==> src/rtl/lppd_pkg.sv <==
`default_nettype none

package lppd_pkg;

    localparam int VALUE_WIDTH   = 31;
    localparam int DIVISOR_WIDTH = VALUE_WIDTH - 1;
    localparam int CNT_WIDTH     = $clog2(VALUE_WIDTH + 1);

    typedef struct packed {
        logic load;
        logic div_start;
        logic take_factor;
        logic next_d;
        logic finish;
    } lppd_cmd_t;

    typedef struct packed {
        logic div_done;
        logic quo_lt_d;
        logic rem_zero;
    } lppd_sts_t;

endpackage

`default_nettype wire

==> src/rtl/largest_proper_prime_divisor_unit.sv <==
// Trial divisions per item: up to about sqrt(value)/2, plus one per prime factor.
// Each trial division runs one bit per cycle through a single restoring divider.
// Throughput: one item at a time; the next item is taken while a result waits.
// Reset (rst_n low, asynchronous): controller idles, no result is pending.
`default_nettype none

module largest_proper_prime_divisor_unit (
    input  wire logic                              clk,
    input  wire logic                              rst_n,
    input  wire logic                              in_valid,
    output logic                                   in_ready,
    input  wire logic [lppd_pkg::VALUE_WIDTH-1:0]  value,
    output logic                                   out_valid,
    input  wire logic                              out_ready,
    output logic [lppd_pkg::DIVISOR_WIDTH-1:0]     divisor,
    output logic                                   found
);
    import lppd_pkg::*;

    lppd_cmd_t cmd;
    lppd_sts_t sts;

    lppd_ctrl u_ctrl (
        .clk       (clk),
        .rst_n     (rst_n),
        .in_valid  (in_valid),
        .in_ready  (in_ready),
        .out_valid (out_valid),
        .out_ready (out_ready),
        .cmd       (cmd),
        .sts       (sts)
    );

    lppd_dp u_dp (
        .clk     (clk),
        .rst_n   (rst_n),
        .cmd     (cmd),
        .sts     (sts),
        .value   (value),
        .divisor (divisor),
        .found   (found)
    );

endmodule

`default_nettype wire

==> src/rtl/lppd_dp.sv <==
`default_nettype none

module lppd_dp (
    input  wire logic                              clk,
    input  wire logic                              rst_n,
    input  wire lppd_pkg::lppd_cmd_t               cmd,
    output lppd_pkg::lppd_sts_t                    sts,
    input  wire logic [lppd_pkg::VALUE_WIDTH-1:0]  value,
    output logic [lppd_pkg::DIVISOR_WIDTH-1:0]     divisor,
    output logic                                   found
);
    import lppd_pkg::*;

    logic [VALUE_WIDTH-1:0]   rest_reg;
    logic [VALUE_WIDTH-1:0]   d_reg;
    logic [VALUE_WIDTH-1:0]   best_reg;
    logic [VALUE_WIDTH-1:0]   quo_reg;
    logic [VALUE_WIDTH-1:0]   rem_reg;
    logic [CNT_WIDTH-1:0]     cnt_reg;
    logic                     busy_reg;
    logic [DIVISOR_WIDTH-1:0] divisor_reg;
    logic                     found_reg;

    logic [VALUE_WIDTH:0]     shifted;
    logic [VALUE_WIDTH:0]     diff;
    logic                     fits;
    logic                     stepping;
    logic [VALUE_WIDTH-1:0]   result;

    assign shifted  = {rem_reg, quo_reg[VALUE_WIDTH-1]};
    assign diff     = shifted - {1'b0, d_reg};
    assign fits     = shifted >= {1'b0, d_reg};
    assign stepping = busy_reg && (cnt_reg != '0);

    assign sts.div_done = busy_reg && (cnt_reg == '0);
    assign sts.quo_lt_d = quo_reg < d_reg;
    assign sts.rem_zero = rem_reg == '0;

    always_comb
    begin
        if (best_reg == '0)
        begin
            result = '0;
        end
        else if ((rest_reg > VALUE_WIDTH'(1)) && (rest_reg > best_reg))
        begin
            result = rest_reg;
        end
        else
        begin
            result = best_reg;
        end
    end

    always_ff @(posedge clk or negedge rst_n)
    begin
        if (!rst_n)
        begin
            busy_reg <= 1'b0;
            cnt_reg  <= '0;
        end
        else if (cmd.div_start)
        begin
            busy_reg <= 1'b1;
            cnt_reg  <= CNT_WIDTH'(VALUE_WIDTH);
        end
        else if (stepping)
        begin
            cnt_reg <= cnt_reg - CNT_WIDTH'(1);
        end
        else if (busy_reg)
        begin
            busy_reg <= 1'b0;
        end
    end

    always_ff @(posedge clk)
    begin
        if (cmd.load)
        begin
            rest_reg <= value;
            d_reg    <= VALUE_WIDTH'(2);
            best_reg <= '0;
        end
        else if (cmd.take_factor)
        begin
            best_reg <= d_reg;
            rest_reg <= quo_reg;
        end
        else if (cmd.next_d)
        begin
            d_reg <= (d_reg == VALUE_WIDTH'(2)) ? VALUE_WIDTH'(3) : d_reg + VALUE_WIDTH'(2);
        end

        if (cmd.div_start)
        begin
            quo_reg <= rest_reg;
            rem_reg <= '0;
        end
        else if (stepping)
        begin
            rem_reg <= fits ? diff[VALUE_WIDTH-1:0] : shifted[VALUE_WIDTH-1:0];
            quo_reg <= {quo_reg[VALUE_WIDTH-2:0], fits};
        end

        if (cmd.finish)
        begin
            divisor_reg <= result[DIVISOR_WIDTH-1:0];
            found_reg   <= best_reg != '0;
        end
    end

    assign divisor = divisor_reg;
    assign found   = found_reg;

endmodule

`default_nettype wire

==> src/rtl/lppd_ctrl.sv <==
`default_nettype none

module lppd_ctrl (
    input  wire logic                  clk,
    input  wire logic                  rst_n,
    input  wire logic                  in_valid,
    output logic                       in_ready,
    output logic                       out_valid,
    input  wire logic                  out_ready,
    output lppd_pkg::lppd_cmd_t        cmd,
    input  wire lppd_pkg::lppd_sts_t   sts
);
    import lppd_pkg::*;

    localparam logic [1:0] S_IDLE   = 2'd0;
    localparam logic [1:0] S_START  = 2'd1;
    localparam logic [1:0] S_WAIT   = 2'd2;
    localparam logic [1:0] S_FINISH = 2'd3;

    logic [1:0] state_reg;
    logic [1:0] state_next;
    logic       out_valid_reg;
    logic       out_valid_next;

    always_comb
    begin
        state_next     = state_reg;
        cmd            = '0;
        in_ready       = 1'b0;
        out_valid_next = out_valid_reg && !out_ready;
        unique case (state_reg)
            S_IDLE:
            begin
                in_ready = 1'b1;
                if (in_valid)
                begin
                    cmd.load   = 1'b1;
                    state_next = S_START;
                end
            end
            S_START:
            begin
                cmd.div_start = 1'b1;
                state_next    = S_WAIT;
            end
            S_WAIT:
            begin
                if (sts.div_done)
                begin
                    if (sts.quo_lt_d)
                    begin
                        state_next = S_FINISH;
                    end
                    else if (sts.rem_zero)
                    begin
                        cmd.take_factor = 1'b1;
                        state_next      = S_START;
                    end
                    else
                    begin
                        cmd.next_d = 1'b1;
                        state_next = S_START;
                    end
                end
            end
            S_FINISH:
            begin
                // hold until the output slot is free
                if (!out_valid_reg || out_ready)
                begin
                    cmd.finish     = 1'b1;
                    out_valid_next = 1'b1;
                    state_next     = S_IDLE;
                end
            end
            default:
            begin
                state_next = S_IDLE;
            end
        endcase
    end

    always_ff @(posedge clk or negedge rst_n)
    begin
        if (!rst_n)
        begin
            state_reg     <= S_IDLE;
            out_valid_reg <= 1'b0;
        end
        else
        begin
            state_reg     <= state_next;
            out_valid_reg <= out_valid_next;
        end
    end

    assign out_valid = out_valid_reg;

endmodule

`default_nettype wire

==> config.mk <==
export PLATFORM = sky130hd
export DESIGN_NAME = largest_proper_prime_divisor_unit
export DESIGN_NICKNAME = d
export VERILOG_FILES = /design/src/rtl/lppd_pkg.sv /design/src/rtl/largest_proper_prime_divisor_unit.sv /design/src/rtl/lppd_dp.sv /design/src/rtl/lppd_ctrl.sv
export SDC_FILE = /design/constraint.sdc
export NUM_CORES = 1
export LEC_CHECK = 0
export ABC_AREA = 1
export BUFFER_PORTS_ARGS = -buffer_cell sky130_fd_sc_hd__buf_2
export CELL_PAD_IN_SITES_DETAIL_PLACEMENT = 0
export CELL_PAD_IN_SITES_GLOBAL_PLACEMENT = 1
export CORE_MARGIN = 3
export CORE_UTILIZATION = 43
export CTS_CLUSTER_DIAMETER = 100
export DETAILED_ROUTE_END_ITERATION = 7
export GPL_TIMING_DRIVEN = 0
export HOLD_SLACK_MARGIN = 0.06
export MAX_ROUTING_LAYER = met4
export PLACE_DENSITY_LB_ADDON = 0.1
export SLEW_MARGIN = 20
export SYNTH_ARGS = -nofsm -noshare
export SYNTH_HDL_FRONTEND = slang
export SYNTH_SLANG_ARGS = --single-unit
==> constraint.sdc <==
create_clock -name clk -period 3 [get_ports clk]
set_input_delay 0 -clock clk [delete_from_list [all_inputs] [get_ports clk]]
set_output_delay 0 -clock clk [all_outputs]
set_load 0.005 [all_outputs]
## After elaboration in Yosys (flattened, before gate mapping)

Cells that the tools add are included.

- Equal/unequal tests: 8
- $lt $le $gt $ge: 4
- Multiply operators: 0
- Shifts and indexed selects: 0
- Mux-type cells: 29
- Divide/modulo/power cells: 0
- Add/subtract/negate cells: 3
- Bitwise gates (word level): 1
- Reduce and logical (&&, ||, !) cells: 17

Operator list:

| cell | number |
|---|---|
| two-way mux 31 bit | 6 |
| zero test 31 bit | 2 |
| >= comparator 32 x 31 -> 1 bit | 1 |
| adder 31 x 2 -> 31 bit, second input constant | 1 |
| equality test 31 x 2 -> 1 bit, second input constant | 1 |
| greater-than comparator 31 x 1 -> 1 bit, second input constant | 1 |
| greater-than comparator 31 bit | 1 |
| less-than comparator 31 bit | 1 |
| nonzero test 31 bit | 1 |
| subtractor 31 bit | 1 |
| two-way mux 30 bit | 1 |
| two-way mux 2 bit | 7 |
| two-way mux 1 bit | 12 |
| two-way mux 5 bit | 2 |
| one-hot mux 2 bit (4 select lines) | 1 |
| inequality test 2 bit, second input constant | 3 |
| zero test 5 bit | 1 |
| nonzero test 5 bit | 1 |
| subtractor 5 x 1 -> 5 bit, second input constant | 1 |
| equality test 2 bit, second input constant | 2 |
| logical AND 1 bit | 4 |
| nonzero test 2 bit | 2 |
| AND reduction 3 bit | 1 |
| equality test 2 x 1 -> 1 bit, second input constant | 1 |
| 6 further kinds | 7 |

- RAM bits: 0
- Word-level logic and storage cells: 73
- Output and inout bits: 33
- Bits in registers: 195
- Latch bits: 0
- Input bits: 35
- Memories kept: 0
- Bits in read-only memories: 0

## Logic depth before layout (Yosys ltp)

- Word-level depth: 7
- Depth in mapped cells: 18

## Cells and area by module

Synthesis repeated with hierarchy kept, for this count alone.

- Cell total of the unflattened synthesis: 1,897
- Area, all modules: 13,275.2 sq um

Modules (own cells, without submodules):

| module | times used | area an instance (sq um) | cells each | sequential area each (sq um) |
|---|---|---|---|---|
| lppd_dp | 1 | 13,070.0 | 1,864 | 4,804.6 |
| lppd_ctrl | 1 | 205.2 | 33 | 75.1 |

## Least setup slack after synthesis

Ideal clock, no wire load.

- Kind: reg2reg
- Start point: register u_dp.d_reg[22]
- End point: register u_dp.rest_reg[0], enable pin
- Data required time: 2.524 ns
- Setup slack: 0.296 ns
- Arrival: 2.228 ns
- Cell stages (with the launch flop): 11
- Period minus slack after synthesis: 2.704 ns
- Cells stage by stage: dfxtp_1 clkbuf_1 inv_1 ha_1 a21o_1 a21oi_1 nand2_1 a21oi_1 nand2_1 nand2_2 nand2_1

- Word-level cells in the longest chain between the ends: 5

Ends and longest elaborated chain:

| element | line | source |
|---|---|---|
| start, declared | lppd_dp.sv:15 | `logic [VALUE_WIDTH-1:0] d_reg;` |
| start signal, assigned | lppd_dp.sv:92 | `d_reg <= (d_reg == VALUE_WIDTH'(2)) ? VALUE_WIDTH'(3) : d_reg + VALUE_WIDTH'(2);` |
| less-than comparator 31 bit | lppd_dp.sv:36 | `assign sts.quo_lt_d = quo_reg < d_reg;` |
| two-way mux 2 bit | lppd_ctrl.sv:50 | `if (sts.quo_lt_d)` |
| two-way mux 2 bit | lppd_ctrl.sv:48 | `if (sts.div_done)` |
| two-way mux 2 bit | lppd_ctrl.sv:31 | `unique case (state_reg)` |
| nonzero test 2 bit (no source line) | - |  |
| end signal, assigned | lppd_dp.sv:81 | `rest_reg <= value;` |
| end signal, assigned | lppd_dp.sv:88 | `rest_reg <= quo_reg;` |
| end, declared | lppd_dp.sv:14 | `logic [VALUE_WIDTH-1:0] rest_reg;` |

Every way passes these cells.
A chain may end at the register's enable or synchronous reset.

## Worst setup path in the final report

- Start point: register u_dp.d_reg[30]
- End point: register u_dp.rest_reg[24], enable pin

Same word-level chain as after synthesis.

==> report_table.html <==
<table>
<tr><th>Metric</th><th>Value</th></tr>
<tr><th colspan="2">Status</th></tr>
<tr><td>Status</td><td>finished, final reports clean</td></tr>
<tr><th colspan="2">Power and ir drop</th></tr>
<tr><td>Overall power after layout</td><td>roughly 14 mW</td></tr>
<tr><td>Lkg Pwr</td><td>between 7 and 8 nW</td></tr>
<tr><td>Proportion of power drawn by flip-flops and latches</td><td>~30%</td></tr>
<tr><td>Power Density</td><td>about 900 nW/um2</td></tr>
<tr><td>Worst-case vdd ir drop</td><td>between 0.0004 and 0.0005 V</td></tr>
<tr><td>Proportion of power drawn by combinational gates</td><td>a little over half</td></tr>
<tr><td>Clock power frac</td><td>approximately 16%</td></tr>
<tr><td>Net switching power</td><td>around 6.8 mW</td></tr>
<tr><td>Cell internal power dissipation</td><td>between 7 and 8 mW</td></tr>
<tr><td>Switching part of the total</td><td>between 40% and 50%</td></tr>
<tr><th colspan="2">Placement</th></tr>
<tr><td>Routability congestion estimate from global placement</td><td>0.951</td></tr>
<tr><td>Post-placement cell area</td><td>around 15000 um2</td></tr>
<tr><td>Number of I/O port buffers</td><td>67</td></tr>
<tr><td>Final HPWL from detailed placement</td><td>between 30000 and 40000 um</td></tr>
<tr><th colspan="2">Routing</th></tr>
<tr><td>Avg WL per Cell</td><td>between 15 and 20 um</td></tr>
<tr><td>Via total after detailed routing</td><td>about 13000</td></tr>
<tr><td>Final ANT Viol Nets</td><td>0</td></tr>
<tr><td>Number of search-and-repair iterations in the first detailed-routing pass</td><td>5</td></tr>
<tr><td>Via density per instance</td><td>slightly above 5</td></tr>
<tr><td>Post-Route WL</td><td>roughly 45000 um</td></tr>
<tr><td># DRC</td><td>0</td></tr>
<tr><td>Drt initial violations</td><td>~870</td></tr>
<tr><th colspan="2">Yosys</th></tr>
<tr><td>Post-synthesis adder-cell area fraction</td><td>8.83%</td></tr>
<tr><td>Most frequently used cell type in the post-synthesis netlist</td><td>nand2_1</td></tr>
<tr><td>Post-Synthesis Mean Instance Area</td><td>approximately 6.7 um2</td></tr>
<tr><td>Area fraction of the dominant cell type after synthesis</td><td>between 20% and 30%</td></tr>
<tr><td>Synthesis-stage register bit count</td><td>slightly below 200</td></tr>
<tr><td>Count of different cell masters after synthesis</td><td>42</td></tr>
<tr><td>Cell Area, Synth</td><td>about 14000 um2</td></tr>
<tr><td>Top cells by area in the synthesized netlist</td><td>edfxtp_1 20%, nand2_1 19%, dfxtp_1 14%</td></tr>
<tr><td>Fraction of the mapped netlist area in simple logic gates</td><td>36.4%</td></tr>
<tr><td>Dominant combinational cell family by area after synthesis</td><td>simple AND/OR/NAND/NOR gates</td></tr>
<tr><td>Share of synthesized registers carrying an async set or reset</td><td>between 4 and 5%</td></tr>
<tr><td>Multiplexer share of the synthesized area</td><td>0%</td></tr>
<tr><td>Synthesized-area fraction occupied by xor and xnor cells</td><td>a little over 2%</td></tr>
<tr><td>Most used flip-flop cell after synthesis</td><td>edfxtp_1</td></tr>
<tr><td>Share of the synthesized area in compound gates (AO/OA/AOI/OAI)</td><td>under 10%</td></tr>
<tr><td>Sequential area share after synthesis</td><td>roughly 36%</td></tr>
<tr><td>Gate count of the mapped netlist</td><td>about 2000</td></tr>
<tr><td>Cell type contributing the most total cell area after synthesis</td><td>edfxtp_1</td></tr>
<tr><td>Synthesis warning total</td><td>0</td></tr>
<tr><td>Number of synthesized flops with an enable pin</td><td>between 90 and 100</td></tr>
<tr><td>Net Count, Synth</td><td>about 2200</td></tr>
<tr><td>Commonest cells post-synth</td><td>703 x nand2_1, 281 x inv_1, 198 x nor2_1</td></tr>
<tr><th colspan="2">Floorplanning</th></tr>
<tr><td>Die boundary height</td><td>~180 um</td></tr>
<tr><td>Number of top-level pins</td><td>68</td></tr>
<tr><td>X dimension of the die</td><td>between 150 and 200 um</td></tr>
<tr><td>Effective utilization at floorplan</td><td>~44%</td></tr>
<tr><td>Core Box Area</td><td>a little over 30000 um2</td></tr>
<tr><td>Core Rows</td><td>64</td></tr>
<tr><td>Die footprint</td><td>about 34000 um2</td></tr>
<tr><th colspan="2">Setup path</th></tr>
<tr><td>Slack of the worst reg-to-reg path</td><td>around 0.15 ns</td></tr>
<tr><td>Data required time at the worst endpoint</td><td>3.16 ns</td></tr>
<tr><td>Logic depth of the worst setup path including buffers</td><td>11</td></tr>
<tr><td>Reg-to-Reg End</td><td>u_dp.rest_reg[24]</td></tr>
<tr><td>Cell with the largest stage delay on the worst path</td><td>dfxtp_1</td></tr>
<tr><td>Delay of the slowest cell on the worst path</td><td>0.49 ns</td></tr>
<tr><td>Startpoint-to-endpoint class of the critical path</td><td>reg2reg</td></tr>
<tr><td>Data arrival time of the worst path</td><td>3.01 ns</td></tr>
<tr><td>Capturing element type of the critical path</td><td>register</td></tr>
<tr><td>Crit path buffers/inverters</td><td>2</td></tr>
<tr><td>Highest fanout seen on the critical path</td><td>23</td></tr>
<tr><td>Crit Reg-Reg Startpoint</td><td>u_dp.d_reg[30]</td></tr>
<tr><td>Startpoint types</td><td>register</td></tr>
<tr><td>Cell Chain, Critical Path</td><td>inv_1, ha_1, nand2_1, nor2_1, nand2_1, nor2_1, nand2_1, nand2_2, nand2_4, nand2_4, buf_12</td></tr>
<tr><td>Critical path's top delay family</td><td>simple AND/OR/NAND/NOR gates</td></tr>
<tr><td>Count of cells along the worst register-to-register path</td><td>11</td></tr>
<tr><td>Most prevalent standard cell on the critical path</td><td>nand2_1</td></tr>
<tr><th colspan="2">Clock network</th></tr>
<tr><td>TritonCTS clock tree</td><td>yes</td></tr>
<tr><td>Library cell used as clock root buffer</td><td>clkbuf_16</td></tr>
<tr><td>Clk sinks</td><td>a little under 200</td></tr>
<tr><td>Maximum clock path buffer count</td><td>2</td></tr>
<tr><td>Later-pin clock latency in the skew report</td><td>0.47 ns</td></tr>
<tr><td>CTS H-tree depth</td><td>4</td></tr>
<tr><td>CTS buffer count</td><td>17</td></tr>
<tr><td>CTS clock-pin slew for the worst setup and hold paths</td><td>0.08 ns</td></tr>
<tr><th colspan="2">Final layout</th></tr>
<tr><td>Number of filler cells placed in the layout</td><td>about 3200</td></tr>
<tr><td>Final design utilization</td><td>50.1%</td></tr>
<tr><td>ANT cells</td><td>0</td></tr>
<tr><td>Multi-input gate area in the final layout</td><td>between 7000 and 8000 um2</td></tr>
<tr><td>Post-layout nets</td><td>roughly 2300</td></tr>
<tr><td>Layout area overhead</td><td>13.5%</td></tr>
<tr><td>Sequential cell area</td><td>just under 5000 um2</td></tr>
<tr><td>Share of final-layout standard cells stronger than drive strength 1</td><td>roughly 7.4%</td></tr>
<tr><td>Final Cell Area</td><td>about 16000 um2</td></tr>
<tr><th colspan="2">Global routing</th></tr>
<tr><td>Largest net degree at the start of global routing</td><td>30</td></tr>
<tr><td>Global-route wire length before repair</td><td>between 70000 and 80000 um</td></tr>
<tr><td>Overall fraction of global-route tracks in use</td><td>28.0%</td></tr>
<tr><td>Remaining global-route overflow</td><td>0</td></tr>
<tr><td>Number of global-route vias before repair</td><td>approximately 13000</td></tr>
<tr><td>Antenna violations before repair</td><td>0</td></tr>
<tr><th colspan="2">Run</th></tr>
<tr><td>Max capacitance violation total</td><td>0</td></tr>
<tr><th colspan="2">STA</th></tr>
<tr><td>Post-route clock period utilization</td><td>94.9%</td></tr>
<tr><td>Final Slew Violations</td><td>0</td></tr>
<tr><td>Hold slack final</td><td>around 0.31 ns</td></tr>
<tr><td>Minimum period implied by the final worst setup slack</td><td>~2.8 ns</td></tr>
<tr><td>Hold violation total from the final report</td><td>0</td></tr>
<tr><td>Fmax</td><td>0.351 GHz</td></tr>
<tr><td>Actual transition at the worst max-transition pin</td><td>between 0.8 and 0.9 ns</td></tr>
<tr><td>Final setup violating endpoints</td><td>0</td></tr>
<tr><td>Relative slew margins</td><td>44.9%</td></tr>
<tr><td>Largest clock skew in the final design</td><td>~0.018 ns</td></tr>
<tr><th colspan="2">Hold path</th></tr>
<tr><td>Startpoint of the worst hold path</td><td>out_ready</td></tr>
<tr><td>WHS Path Cells</td><td>3</td></tr>
<tr><td>HP Class</td><td>in2reg</td></tr>
<tr><td>Hold Path Sink</td><td>u_ctrl.out_valid</td></tr>
</table>
-- metrics by stage --
step	instances	setup TNS, ns	worst slack (ns)
6_report	2574	0	0.152
5_1_grt	2574	-0.149	-0.0128
4_1_cts	2573	0	0.0470
3_5_place_dp	2507	-10.25	-0.353
3_3_place_gp	2504	-54.29	-1.21
2_1_floorplan	2041	0	0.296
-- power groups by stage --
stage | logic [mW] | registers (mW) | clock network [mW]
2_1_floorplan | 5.59 | 4.12 | 0
3_3_place_gp | 7.50 | 4.37 | 0
3_5_place_dp | 7.64 | 4.36 | 0
4_1_cts | 7.72 | 4.31 | 2.36
5_1_grt | 8.94 | 4.38 | 2.45
6_report | 7.75 | 4.31 | 2.33
-- routing by layer --
metal,track usage (%),vias to the layer above,share of wire [%]
li1,-,6785,-
met4,11.0,0,3.7
met1,34.6,6015,44
met5,-,-,0
met3,3.04,67,3.4
met2,46.9,297,49
-- placed cells by master (no fill, tap or decap), types with 33 or more instances in the layout --
master         synthesis  layout
a21oi_1              106     104
buf_2                 25      92
clkbuf_1              35      33
dfxtp_1               93      90
dlygate4sd3_1          0      35
edfxtp_1              93      93
ha_1                  95      95
inv_1                281     281
nand2_1              703     701
nand3_1              173     173
nand4_1               45      45
nor2_1               198     197
o21ai_0               50      50
-- cell families (layout without fill, tap and decap cells) --
logic type,after synthesis,after routing
compound gates,177,177
buf+inv,353,490
xor+xnor,32,32
flops,195,195
simple gates,1188,1188
fa+ha+maj,96,96
-- tightest hold or removal path, delay by kind of cell --
| family | cells | cell delay (ns) |
|---|---|---|
| compound gates | 1 | 0.08 |
| buf+inv | 2 | 0.65 |
-- what timing repair did --
item | in CTS | in global routing
gates cloned | 0 | 0
gates resized for setup | 6 | 2
setup endpoints to repair | 62 | 34
hold buffers | 35 | 0
buffers inserted | 0 | 1
endpoints found under the hold margin | 45 | 0
-- area by class of cell --
cell class                 instances  share of cell area [%]
timing repair buffer             106                    4.85
clock inverter                    15                   0.918
clock buffer                      17                    2.74
inverter                         285                    6.89
tap                              396                    3.19
multi-input combinational       1493                    47.8
buffer                            67                    2.17
sequential                       195                    31.4
-- worst max-delay path by stage --
stage                         startpoint                end  slack, ns
after floorplan           u_dp.d_reg[22]   u_dp.rest_reg[0]       0.30
after global placement    u_dp.d_reg[22]  u_dp.rest_reg[28]      -1.21
after detailed placement  u_dp.d_reg[22]  u_dp.rest_reg[24]      -0.35
after CTS                 u_dp.d_reg[30]  u_dp.rest_reg[25]       0.05
after global routing      u_dp.d_reg[18]  u_dp.rest_reg[23]      -0.01
final                     u_dp.d_reg[30]  u_dp.rest_reg[24]       0.15
No activity file was read; power rests on OpenSTA's default activity.
